## src/rtl/u8sd_pkg.sv

```systemverilog
// Package for the UTF-8 stream decoder: item types, queue sizes and the
// byte classifier. No dependencies; every other file uses it.
`default_nettype none

package u8sd_pkg;

    localparam int unsigned QUEUE_DEPTH = 4;
    localparam int unsigned QUEUE_AW    = $clog2(QUEUE_DEPTH);
    localparam int unsigned RES_DEPTH   = 4;
    localparam int unsigned RES_AW      = $clog2(RES_DEPTH);

    localparam logic [20:0] REPL_CP = 21'h00FFFD;

    typedef struct packed {
        logic [7:0] text_byte;
        logic       end_of_text;
    } t_in_item;

    typedef struct packed {
        logic [20:0] code_point;
        logic        was_replaced;
        logic        last_of_run;
        logic        text_done;
    } t_out_item;

    // Byte class as seen when it arrives where no sequence is open.
    typedef enum logic [2:0] {
        CLS_ASCII = 3'd0,
        CLS_LEAD2 = 3'd1,
        CLS_LEAD3 = 3'd2,
        CLS_LEAD4 = 3'd3,
        CLS_BAD   = 3'd4
    } t_cls;

    typedef struct packed {
        logic [7:0] text_byte;
        logic       end_of_text;
        t_cls       cls;
    } t_q_item;

    typedef struct packed {
        logic    valid;
        t_q_item item;
    } t_q_head;

    function automatic t_cls classify(input logic [7:0] b);
        t_cls c;
        if (b[7] == 1'b0) begin
            c = CLS_ASCII;
        end else if (b[7:5] == 3'b110) begin
            c = CLS_LEAD2;
        end else if (b[7:4] == 4'b1110) begin
            c = CLS_LEAD3;
        end else if (b[7:3] == 5'b11110) begin
            c = CLS_LEAD4;
        end else begin
            c = CLS_BAD;
        end
        return c;
    endfunction

endpackage

`default_nettype wire

```

## src/rtl/utf8_stream_decoder_unit.sv

```systemverilog
// UTF-8 stream decoder, top level: front queue, decode engine, result queue.
// A byte passes through the front queue, the decode engine and its lookahead
// register into the result queue. Throughput: one byte per cycle unless a full
// result queue stalls it; replayed held bytes share the single decode step.
// Reset (synchronous, active low) empties both queues and closes any open
// sequence; held byte storage is not cleared.
`default_nettype none

module utf8_stream_decoder_unit (
    input  wire                  i_clk,
    input  wire                  i_rst_n,
    input  wire                  i_push,
    output logic                 o_full,
    input  u8sd_pkg::t_in_item   i_item,
    output logic                 o_empty,
    input  wire                  i_pop,
    output u8sd_pkg::t_out_item  o_result
);

    u8sd_pkg::t_q_head   head;
    logic                take;
    logic                res_wr;
    u8sd_pkg::t_out_item res_data;
    logic                res_full;

    u8sd_front u_front (
        .i_clk   (i_clk),
        .i_rst_n (i_rst_n),
        .i_push  (i_push),
        .o_full  (o_full),
        .i_item  (i_item),
        .o_head  (head),
        .i_take  (take)
    );

    u8sd_back u_back (
        .i_clk      (i_clk),
        .i_rst_n    (i_rst_n),
        .i_head     (head),
        .o_take     (take),
        .o_res_wr   (res_wr),
        .o_res_data (res_data),
        .i_out_full (res_full)
    );

    u8sd_res_fifo u_res_fifo (
        .i_clk   (i_clk),
        .i_rst_n (i_rst_n),
        .i_wr    (res_wr),
        .i_data  (res_data),
        .o_full  (res_full),
        .o_empty (o_empty),
        .i_pop   (i_pop),
        .o_data  (o_result)
    );

endmodule

`default_nettype wire

```

## src/rtl/u8sd_front.sv

```systemverilog
// Front end of the UTF-8 stream decoder: takes input items, classifies the
// byte and keeps them in a short queue for the decode engine. Uses u8sd_pkg.
`default_nettype none

module u8sd_front (
    input  wire                  i_clk,
    input  wire                  i_rst_n,
    input  wire                  i_push,
    output logic                 o_full,
    input  u8sd_pkg::t_in_item   i_item,
    output u8sd_pkg::t_q_head    o_head,
    input  wire                  i_take
);

    u8sd_pkg::t_q_item r_mem [u8sd_pkg::QUEUE_DEPTH];
    logic [u8sd_pkg::QUEUE_AW-1:0] r_wp;
    logic [u8sd_pkg::QUEUE_AW-1:0] r_rp;
    logic [u8sd_pkg::QUEUE_AW:0]   r_cnt;
    logic                          wr_en;
    logic                          rd_en;
    u8sd_pkg::t_q_item             wr_item;

    assign o_full       = (r_cnt == (u8sd_pkg::QUEUE_AW+1)'(u8sd_pkg::QUEUE_DEPTH));
    assign wr_en        = i_push && !o_full;
    assign rd_en        = i_take && (r_cnt != '0);
    assign o_head.valid = (r_cnt != '0);
    assign o_head.item  = r_mem[r_rp];

    always_comb begin
        wr_item.text_byte   = i_item.text_byte;
        wr_item.end_of_text = i_item.end_of_text;
        wr_item.cls         = u8sd_pkg::classify(i_item.text_byte);
    end

    always_ff @(posedge i_clk) begin
        if (wr_en) begin
            r_mem[r_wp] <= wr_item;
        end
    end

    always_ff @(posedge i_clk) begin
        if (!i_rst_n) begin
            r_wp  <= '0;
            r_rp  <= '0;
            r_cnt <= '0;
        end else begin
            if (wr_en) begin
                r_wp <= r_wp + 1'b1;
            end
            if (rd_en) begin
                r_rp <= r_rp + 1'b1;
            end
            if (wr_en && !rd_en) begin
                r_cnt <= r_cnt + 1'b1;
            end else if (rd_en && !wr_en) begin
                r_cnt <= r_cnt - 1'b1;
            end
        end
    end

endmodule

`default_nettype wire

```

## src/rtl/u8sd_back.sv

```systemverilog
// Decode engine of the UTF-8 stream decoder: one byte step per cycle unless a
// full result queue stalls it, replay buffer before front queue, with a one-result
// lookahead register that marks the last result of each item. Uses u8sd_pkg.
`default_nettype none

module u8sd_back (
    input  wire                  i_clk,
    input  wire                  i_rst_n,
    input  u8sd_pkg::t_q_head    i_head,
    output logic                 o_take,
    output logic                 o_res_wr,
    output u8sd_pkg::t_out_item  o_res_data,
    input  wire                  i_out_full
);

    logic [7:0]  r_held [4];
    logic [2:0]  r_hc;
    logic [2:0]  r_nc;
    logic [7:0]  r_rpl [3];
    logic [1:0]  r_rc;
    logic        r_cur_end;

    logic        r_pv;
    logic        r_pc;
    logic        r_pd;
    logic [20:0] r_pcp;
    logic        r_pr;

    logic             src_rpl;
    logic             have;
    logic             go;
    logic [7:0]       b;
    u8sd_pkg::t_cls   cls;
    logic             e;

    logic [7:0]  c [4];
    logic [1:0]  bad;
    logic [20:0] cp;

    logic        res_v;
    logic [20:0] res_cp;
    logic        res_r;
    logic [2:0]  hc_n;
    logic [2:0]  nc_n;
    logic        hold_we;
    logic [1:0]  cnt;
    logic [1:0]  rem_cnt;
    logic [1:0]  rc_n;
    logic [7:0]  nq [3];
    logic        fin;

    assign src_rpl = (r_rc != 2'd0);
    assign have    = src_rpl || i_head.valid;
    assign b       = src_rpl ? r_rpl[0] : i_head.item.text_byte;
    assign cls     = src_rpl ? u8sd_pkg::classify(r_rpl[0]) : i_head.item.cls;
    assign e       = src_rpl ? r_cur_end : i_head.item.end_of_text;
    assign go      = have && !(r_pv && i_out_full);
    assign o_take  = go && !src_rpl;

    // Held bytes with the incoming byte in its slot, and the decode of a
    // sequence that this byte would complete.
    always_comb begin
        c = r_held;
        c[r_hc[1:0]] = b;
        bad = 2'd0;
        for (int k = 3; k >= 1; k--) begin
            if ((3'(k) < r_nc) && (c[k][7:6] != 2'b10)) begin
                bad = 2'(k);
            end
        end
        case (r_nc)
            3'd2:    cp = {10'd0, c[0][4:0], c[1][5:0]};
            3'd3:    cp = {5'd0, c[0][3:0], c[1][5:0], c[2][5:0]};
            default: cp = {c[0][2:0], c[1][5:0], c[2][5:0], c[3][5:0]};
        endcase
    end

    always_comb begin
        res_v   = 1'b0;
        res_cp  = u8sd_pkg::REPL_CP;
        res_r   = 1'b0;
        hc_n    = r_hc;
        nc_n    = r_nc;
        hold_we = 1'b0;
        cnt     = 2'd0;
        if (r_hc == 3'd0) begin
            case (cls)
                u8sd_pkg::CLS_ASCII: begin
                    res_v  = 1'b1;
                    res_cp = {13'd0, b};
                end
                u8sd_pkg::CLS_LEAD2: begin
                    hold_we = 1'b1;
                    hc_n    = 3'd1;
                    nc_n    = 3'd2;
                end
                u8sd_pkg::CLS_LEAD3: begin
                    hold_we = 1'b1;
                    hc_n    = 3'd1;
                    nc_n    = 3'd3;
                end
                u8sd_pkg::CLS_LEAD4: begin
                    hold_we = 1'b1;
                    hc_n    = 3'd1;
                    nc_n    = 3'd4;
                end
                default: begin
                    res_v = 1'b1;
                    res_r = 1'b1;
                end
            endcase
        end else begin
            hold_we = 1'b1;
            if (3'(r_hc + 3'd1) < r_nc) begin
                hc_n = 3'(r_hc + 3'd1);
            end else begin
                hc_n  = 3'd0;
                nc_n  = 3'd0;
                res_v = 1'b1;
                if (bad == 2'd0) begin
                    res_cp = cp;
                end else begin
                    // The bad byte and everything held after it go round again.
                    res_r = 1'b1;
                    cnt   = 2'(r_nc - {1'b0, bad});
                end
            end
        end

        rem_cnt = src_rpl ? 2'(r_rc - 2'd1) : 2'd0;
        rc_n    = 2'(rem_cnt + cnt);
        for (int i = 0; i < 3; i++) begin
            if (3'(i) < {1'b0, cnt}) begin
                nq[i] = c[2'({1'b0, bad} + 3'(i))];
            end else if (3'(i) - {1'b0, cnt} == 3'd0) begin
                nq[i] = r_rpl[1];
            end else begin
                nq[i] = r_rpl[2];
            end
        end
        fin = (rc_n == 2'd0);

        // A string that ends inside an open sequence closes with one replacement.
        if (fin && e && (hc_n != 3'd0)) begin
            res_v  = 1'b1;
            res_cp = u8sd_pkg::REPL_CP;
            res_r  = 1'b1;
            hc_n   = 3'd0;
            nc_n   = 3'd0;
        end
    end

    assign o_res_wr = r_pv && !i_out_full && (r_pc || (go && res_v));
    always_comb begin
        o_res_data.code_point   = r_pcp;
        o_res_data.was_replaced = r_pr;
        o_res_data.last_of_run  = r_pc;
        o_res_data.text_done    = r_pc && r_pd;
    end

    always_ff @(posedge i_clk) begin
        if (!i_rst_n) begin
            r_hc <= 3'd0;
            r_nc <= 3'd0;
            r_rc <= 2'd0;
            r_pv <= 1'b0;
            r_pc <= 1'b0;
        end else begin
            if (go) begin
                r_hc <= hc_n;
                r_nc <= nc_n;
                r_rc <= rc_n;
            end
            if (go && res_v) begin
                r_pv <= 1'b1;
                r_pc <= fin;
            end else if (go && fin && r_pv && !r_pc) begin
                r_pc <= 1'b1;
            end else if (o_res_wr) begin
                r_pv <= 1'b0;
            end
        end
    end

    always_ff @(posedge i_clk) begin
        if (go && hold_we) begin
            r_held[r_hc[1:0]] <= b;
        end
        if (go) begin
            r_rpl <= nq;
        end
        if (go && !src_rpl) begin
            r_cur_end <= i_head.item.end_of_text;
        end
        if (go && res_v) begin
            r_pcp <= res_cp;
            r_pr  <= res_r;
            r_pd  <= e;
        end else if (go && fin && r_pv && !r_pc) begin
            r_pd <= e;
        end
    end

endmodule

`default_nettype wire

```

## src/rtl/u8sd_res_fifo.sv

```systemverilog
// Result queue of the UTF-8 stream decoder: holds decoded results until the
// consumer pops them. Uses u8sd_pkg.
`default_nettype none

module u8sd_res_fifo (
    input  wire                  i_clk,
    input  wire                  i_rst_n,
    input  wire                  i_wr,
    input  u8sd_pkg::t_out_item  i_data,
    output logic                 o_full,
    output logic                 o_empty,
    input  wire                  i_pop,
    output u8sd_pkg::t_out_item  o_data
);

    u8sd_pkg::t_out_item         r_mem [u8sd_pkg::RES_DEPTH];
    logic [u8sd_pkg::RES_AW-1:0] r_wp;
    logic [u8sd_pkg::RES_AW-1:0] r_rp;
    logic [u8sd_pkg::RES_AW:0]   r_cnt;
    logic                        wr_en;
    logic                        rd_en;

    assign o_full  = (r_cnt == (u8sd_pkg::RES_AW+1)'(u8sd_pkg::RES_DEPTH));
    assign o_empty = (r_cnt == '0);
    assign wr_en   = i_wr && !o_full;
    assign rd_en   = i_pop && !o_empty;
    assign o_data  = r_mem[r_rp];

    always_ff @(posedge i_clk) begin
        if (wr_en) begin
            r_mem[r_wp] <= i_data;
        end
    end

    always_ff @(posedge i_clk) begin
        if (!i_rst_n) begin
            r_wp  <= '0;
            r_rp  <= '0;
            r_cnt <= '0;
        end else begin
            if (wr_en) begin
                r_wp <= r_wp + 1'b1;
            end
            if (rd_en) begin
                r_rp <= r_rp + 1'b1;
            end
            if (wr_en && !rd_en) begin
                r_cnt <= r_cnt + 1'b1;
            end else if (rd_en && !wr_en) begin
                r_cnt <= r_cnt - 1'b1;
            end
        end
    end

endmodule

`default_nettype wire

```

## config.mk

```make
export PLATFORM = sky130hd
export DESIGN_NAME = utf8_stream_decoder_unit
export DESIGN_NICKNAME = d
export VERILOG_FILES = /design/src/rtl/u8sd_pkg.sv /design/src/rtl/utf8_stream_decoder_unit.sv /design/src/rtl/u8sd_front.sv /design/src/rtl/u8sd_back.sv /design/src/rtl/u8sd_res_fifo.sv
export SDC_FILE = /design/constraint.sdc
export NUM_CORES = 1
export LEC_CHECK = 0
export BUFFER_PORTS_ARGS = -buffer_cell sky130_fd_sc_hd__buf_2
export CORE_ASPECT_RATIO = 0.5
export CORE_UTILIZATION = 35
export CTS_CLUSTER_DIAMETER = 120
export CTS_CLUSTER_SIZE = 30
export DETAILED_ROUTE_END_ITERATION = 8
export MAX_ROUTING_LAYER = met4
export PLACE_DENSITY = 0.54
export SLEW_MARGIN = 10
export SYNTH_ARGS = -nofsm -noshare
export SYNTH_HDL_FRONTEND = slang
export SYNTH_SLANG_ARGS = --single-unit
export TNS_END_PERCENT = 10
```

## constraint.sdc

```tcl
create_clock -name i_clk -period 14.7 [get_ports i_clk]
set_input_delay 0.735 -clock i_clk [delete_from_list [all_inputs] [get_ports i_clk]]
set_output_delay 0.735 -clock i_clk [all_outputs]
set_load 0.02 [all_outputs]
```

==> results of run 1 <==
==> sequential cells by signal, summed over array words and instances (netlist names), 2 cells and up, named ones only <==
| register | count |
|---|---|
| u_res_fifo.r_mem | 96 |
| u_front.r_mem | 48 |
| u_back.r_held | 32 |
| u_back.r_rpl | 24 |
| u_back.r_pcp | 21 |
| u_back.r_hc | 3 |
| u_back.r_nc | 3 |
| u_front.r_cnt | 3 |
| u_res_fifo.r_cnt | 3 |
| u_back.r_rc | 2 |
| u_front.r_rp | 2 |
| u_front.r_wp | 2 |
| u_res_fifo.r_rp | 2 |
| u_res_fifo.r_wp | 2 |
==> worst max path at each step <==
stage,end,slack [ns],cells past startpoint
floorplan,u_res_fifo.r_cnt[2],8.29,24
global placement,u_res_fifo.r_cnt[2],7.40,23
detailed placement,u_res_fifo.r_cnt[2],7.11,23
CTS,u_res_fifo.r_cnt[2],7.11,23
global route,u_res_fifo.r_cnt[2],6.53,23
finish,u_res_fifo.r_cnt[2],7.19,23
==> stage by stage <==
step                area [um^2]  instances  setup WS [ns]  hold WS [ns]
floorplan                 11300        799           8.29         0.459
global placement          11900       1240           7.40         0.472
detailed placement        11900       1240           7.11         0.497
CTS                       12300       1260           7.11         0.445
global route              12300       1260           6.53         0.447
finish                    12300       1260           7.19         0.455
==> power by group <==
group / switching [mW] / internal, mW
sequential: 0.121 / 1.05
combinational: 0.568 / 0.343
clock: 0.224 / 0.170
total: 0.914 / 1.56
==> synthesized netlist by cell type, drive strengths merged (2+ instances only) <==
library cell  count  area, um^2
xor2              6        52.6
o21ai            44         220
nor3             10        50.1
mux2             24         270
a21boi            7        52.6
dfxtp            28         561
mux2i            29         290
a211oi           10        75.1
edfxtp          224        6730
a21oi            45         225
xnor2             8        70.1
ha               19         238
clkbuf           26        97.6
buf              13        58.8
a21o              7        52.6
o41ai             2        17.5
nand2            51         191
fa                2        40.0
nand3             9        45.0
nand3b            3        22.5
o211ai            5        37.5
mux4             41         923
nor2             85         319
or3               2        12.5
inv              30         113
nor2b             7        43.8
a22o              8        70.1
nand2b            6        37.5
nor3b             3        22.5
and3              4        25.0
a221oi            6        70.1
and2             21         131
o2bb2ai           2        17.5
==> area by class of cell <==
type | count | area share
Tap cell | 432 | 0.0439
Sequential cell | 252 | 0.593
Clock buffer | 19 | 0.0283
Multi-Input combinational cell | 478 | 0.303
Inverter | 30 | 0.00916
Clock inverter | 1 | 0.00163
Timing Repair Buffer | 48 | 0.0216
==> cell families (layout without fill, tap and decap cells) <==
group / count (synthesis) / count (layout)
buffers and inverters: 69 / 98
and+or+nand+nor: 203 / 203
adders and majority gates: 21 / 21
muxes: 94 / 94
DFF: 252 / 252
AOI/OAI and AO/OA: 146 / 146
xor gates and xnor gates: 14 / 14
==> per-layer routing <==
| layer | share of wire | global-route usage | vias to the layer above |
|---|---|---|---|
| li1 | - | - | 3046 |
| met1 | 0.50 | 0.213 | 3230 |
| met2 | 0.45 | 0.235 | 127 |
| met3 | 0.035 | 0.0171 | 25 |
| met4 | 0.015 | 0.0278 | 0 |
| met5 | 0 | - | - |
==> reports/metrics.csv, run 1 <==
metric,value,unit
outcome,finished clean,
DRC Markers,0,
Die Width,256,um
simple-gate share of the synthesized area,0.0810,
antenna-violating nets left,0,
diode count,0,
number of buffers added on ports,38,
Worst EP arrival,7.95,ns
DIE AREA,33000,um^2
P_leak,4.20,nW
most frequent cells in the layout,"edfxtp_1 (224), nor2_1 (84), nand2_1 (51)",
"CTS clk-pin slew, worst paths",0.12,ns
Via density,5.10,
Crit Path Category,reg -> reg,
largest vdd supply drop,0.0716,mV
GRT overflow,0,
Die Y,129,um
Initial Utilization,0.356,
Synth Area in Compound Gates,0.0817,
first-pass GRT wire length,37300,um
cell family with most CP delay,compound AO/OA/AOI/OAI gates,
cts hold-fix bufs,0,
worst slew pin tran,1.10,ns
XOR/XNOR share of the synthesized area,0.0109,
largest family of logic cells by synthesized area,multiplexers,
post-synthesis sequential area ratio,0.646,
max-slew violation count,0,
Min-Delay Path Class,in -> reg,
post-cts repair resize count,0,
initial antenna violation count,0,
CTS root buf,clkbuf_16,
Final Cycle Share,0.511,
Worst Hold Path Cells,1,
"Net Count, Synth",833,
Pwr Density,201,nW/um^2
Adder-Cell Fraction of Synth Area,0.0246,
FF-to-FF End,u_res_fifo.r_cnt[2],
Nets,856,
Max stage delay on crit path,0.92,ns
FMAX,133,MHz
All-Layer GR Usage,0.150,
CP Max Fanout,25,
fill cell count,2972,
IO Count,39,
CTS tree,built,
gpl congestion,0.865,
Critical Path RT,15.14,ns
yosys warns,0,
relative slew slack,0.263,
largest net degree at the start of global routing,32,
Startpoint Class,register,
Total Power,2.47,mW
utilization after layout,0.389,
insertion delay to the later sink of the worst-skew pair,0.50,ns
Synth Area per Inst,14.1,um^2
Num CTS Buffers,12,
Multi-input gate area,3720,um^2
Mapped Cells,799,
worst path bufs/invs,4,
vias in the first global route,6294,
"most common cell after layout, fill and taps aside",edfxtp_1,
Post-synth top flop,edfxtp_1,
"FF+latch count, synth",252,
endpoint class of the critical path,register,
total wire length,23800,um
Setup TNS,0,ns
Worst R2R Path Depth,23,
Max Cap Viol,0,
# Post-CTS Setup Buffers,0,
routed len/inst,18.9,um
Final Hold Viols,0,
Final setup viols,0,
Post-synth ARST share,0,
clk sinks,252,
R2R Setup Slk,7.19,ns
DP Wirelength,16200,um
RSZ-0062 raised after global routing,false,
H-tree Lvls,1,
"Endpoint, Worst Hold",u_front.r_mem[1][5],
mux cell area share after synthesis,0.132,
share of post-route cells with drive strength above 1,0.159,
Worst Skew,0.0414,ns
Core Rows,46,
ordered cell list for the critical path,mux2_1 > a222oi_1 > a21o_1 > o211ai_1 > a221oi_4 > inv_2 > ha_1 > nand3b_1 > nor2_1 > ha_1 > nor3b_1 > o21bai_1 > buf_4 > a21oi_2 > buf_4 > nor2_1 > nor2_1 > ha_1 > inv_1 > fa_1 > xor2_1 > or3_1 > a21boi_0,
P&R area growth vs syn,9.09,%
vias,6428,
crit path max-delay cell type,dfxtp_1,
synthesized area,11300,um^2
hold_sp,i_item[2],
clk buf depth,3,
initial DRC count,548,
synth unique cells,50,
"EDFF count, synth",224,
FF/Latch Area,7290,um^2
Core Area,31700,um^2
Pre-antenna DRT Iters,7,
min Tclk post-route,7.51,ns
(Power assumes the default switching activity.)
==> inputs of run 2 (changes only) <==
==> constraint.sdc (replaced) <==
create_clock -name i_clk -period 7.2 [get_ports i_clk]
set_input_delay 0.36 -clock i_clk [delete_from_list [all_inputs] [get_ports i_clk]]
set_output_delay 0.36 -clock i_clk [all_outputs]
set_load 0.02 [all_outputs]
==> run 2 against run 1 <==
Critical path depth unchanged. Fmax increased by 15%. Largest power group unchanged. Setup slack got worse by 6.5 ns. Register-to-register slack got worse by 6.5 ns. Utilization increased by 0.12 points. Sequential power increased by 100%. Flip-flop and latch count unchanged. Combinational power increased by 110%.
==> reports/metrics.csv, run 2 (synthesis results as in run 1) <==
metric,value,unit,change
diode count,0,,unchanged
post-cts repair resize count,0,,unchanged
Num CTS Buffers,12,,unchanged
Startpoint Class,register,,unchanged
"most common cell after layout, fill and taps aside",edfxtp_1,,unchanged
antenna-violating nets left,0,,unchanged
Final Hold Viols,0,,unchanged
Core Area,31700,um^2,unchanged
DRC Markers,0,,unchanged
Post-DP Area,12000,um^2,"was 11,900 um^2"
FF-to-FF End,u_res_fifo.r_cnt[2],,unchanged
FF/Latch Area,7290,um^2,unchanged
FMAX,153,MHz,was 133 MHz
first-pass GRT wire length,37000,um,"was 37,300 um"
total wire length,23500,um,"was 23,800 um"
# Post-CTS Setup Buffers,0,,unchanged
Core Rows,46,,unchanged
Largest register FFs,96,,unchanged
Worst Skew,0.0226,ns,was 0.0414 ns
RSZ-0062 raised after global routing,false,,unchanged
Nets,861,,was 856
"Endpoint, Worst Hold",u_front.r_mem[3][4],,was u_front.r_mem[1][5]
Critical Path RT,7.62,ns,was 15.14 ns
CP Max Fanout,16,,was 25
min Tclk post-route,6.53,ns,was 7.51 ns
Final Cycle Share,0.907,,was 0.511
Worst Hold Path Cells,1,,unchanged
P_leak,4.23,nW,was 4.20 nW
Gate power share,0.373,,was 0.368
endpoint class of the critical path,register,,unchanged
Final setup viols,0,,unchanged
"CTS clk-pin slew, worst paths",0.12,ns,about the same
DIE AREA,33000,um^2,unchanged
Pwr Density,408,nW/um^2,was 201 nW/um^2
Die Width,256,um,unchanged
Via density,5.10,,about the same
Min-Delay Path Class,in -> reg,,unchanged
Setup TNS,0,ns,unchanged
vias,6454,,"was 6,428"
R2R Setup Slk,0.67,ns,was 7.19 ns
Internal,3.19,mW,was 1.56 mW
worst slew pin tran,1.17,ns,was 1.10 ns
clk sinks,252,,unchanged
largest vdd supply drop,0.158,mV,was 0.0716 mV
Pre-antenna DRT Iters,5,,was 7
Initial Utilization,0.356,,unchanged
clk buf depth,3,,unchanged
max-slew violation count,0,,unchanged
H-tree Lvls,1,,unchanged
gpl congestion,0.842,,was 0.865
outcome,finished clean,,unchanged
Die Y,129,um,unchanged
Sw Pwr,1.84,mW,was 0.914 mW
Worst R2R Path Depth,23,,unchanged
share of post-route cells with drive strength above 1,0.164,,was 0.159
CTS root buf,clkbuf_16,,unchanged
Sw Share,0.366,,was 0.369
hold_sp,i_item[1],,was i_item[2]
Worst EP arrival,6.95,ns,was 7.95 ns
insertion delay to the later sink of the worst-skew pair,0.49,ns,was 0.50 ns
Multi-input gate area,3720,um^2,unchanged
Max Cap Viol,0,,unchanged
most frequent cells in the layout,"edfxtp_1 (224), nor2_1 (84), nand2_1 (51)",,unchanged
Clock Power Share,0.157,,was 0.159
routed len/inst,18.6,um,was 18.9 um
DP Wirelength,15900,um,"was 16,200 um"
cts hold-fix bufs,0,,unchanged
IO Count,39,,unchanged
vias in the first global route,6358,,"was 6,294"
relative slew slack,0.219,,was 0.263
final instance area,12300,um^2,about the same
fill cell count,2946,,"was 2,972"
number of buffers added on ports,38,,unchanged
P&R area growth vs syn,9.42,%,was 9.09%
"Most flops, register",u_res_fifo.r_mem,,unchanged
Total Power,5.04,mW,was 2.47 mW
GRT overflow,0,,unchanged
initial DRC count,631,,was 548
Seq pwr share,0.470,,was 0.472
initial antenna violation count,0,,unchanged
Crit Path Category,reg -> reg,,unchanged
All-Layer GR Usage,0.149,,was 0.150
CTS tree,built,,unchanged
largest net degree at the start of global routing,36,,was 32
## run 2: changes by cell type in the layout (fill, tap and decap cells not counted)
cell	before	now
buf_4	10	15
## run 2: power by group through the flow
stage,combinational (mW),clock [mW],sequential (mW)
final,1.88,0.791,2.37
after global routing,2.07,0.866,2.42
after CTS,1.88,0.819,2.38
after detailed placement,1.87,0,2.41
after global placement,1.86,0,2.39
after floorplan,1.37,0,2.28
## run 2: per-stage QoR
step	hold WS, ns	util	std cells	worst slack [ns]
finish	0.0836	0.390	1265	0.668
global route	0.0636	0.390	1265	0.219
CTS	0.0624	0.390	1265	0.724
detailed placement	0.491	0.378	1245	0.735
global placement	0.471	0.378	1245	1.01
floorplan	0.459	-	799	0.788
## run 2: worst max-delay path by stage
stage | to | slack [ns] | cells after the start
global route | u_res_fifo.r_cnt[2] | 0.22 | 23
finish | u_res_fifo.r_cnt[2] | 0.67 | 23
CTS | u_res_fifo.r_cnt[2] | 0.72 | 23
global placement | u_res_fifo.r_cnt[2] | 1.01 | 23
floorplan | u_res_fifo.r_cnt[2] | 0.79 | 24
detailed placement | u_res_fifo.r_cnt[2] | 0.73 | 23
## run 2: critical path, cell delays in order (launching register included)
cell and delay [ns]:
dfxtp_1 0.73, nor3_1 0.13, a222oi_1 0.98, a21o_1 0.29
o211ai_1 0.15, a221oi_4 0.27, buf_4 0.25, inv_2 0.13
ha_1 0.22, nand3b_1 0.28, nor2_1 0.25, ha_1 0.30
nor3b_1 0.23, o21bai_1 0.09, buf_4 0.20, a21oi_2 0.15
nor2_1 0.06, nor2_1 0.41, ha_1 0.29, inv_1 0.07
fa_1 0.37, xor2_1 0.16, or3_1 0.30, a21boi_0 0.16
## run 2: per-layer routing
| layer | vias to the layer above | wire (um) | track usage |
|---|---|---|---|
| met5 | - | 0 | - |
| met4 | 0 | 299 | 0.0218 |
| met3 | 21 | 711 | 0.0175 |
| met2 | 123 | 10600 | 0.234 |
| met1 | 3258 | 11900 | 0.211 |
| li1 | 3052 | - | - |
## run 2: final cells by class
type | instances | area share
Clock buffer | 19 | 0.0282
Multi-Input combinational cell | 478 | 0.302
Tap cell | 432 | 0.0438
Clock inverter | 1 | 0.00162
Sequential cell | 252 | 0.591
Inverter | 30 | 0.00913
Timing Repair Buffer | 53 | 0.0245
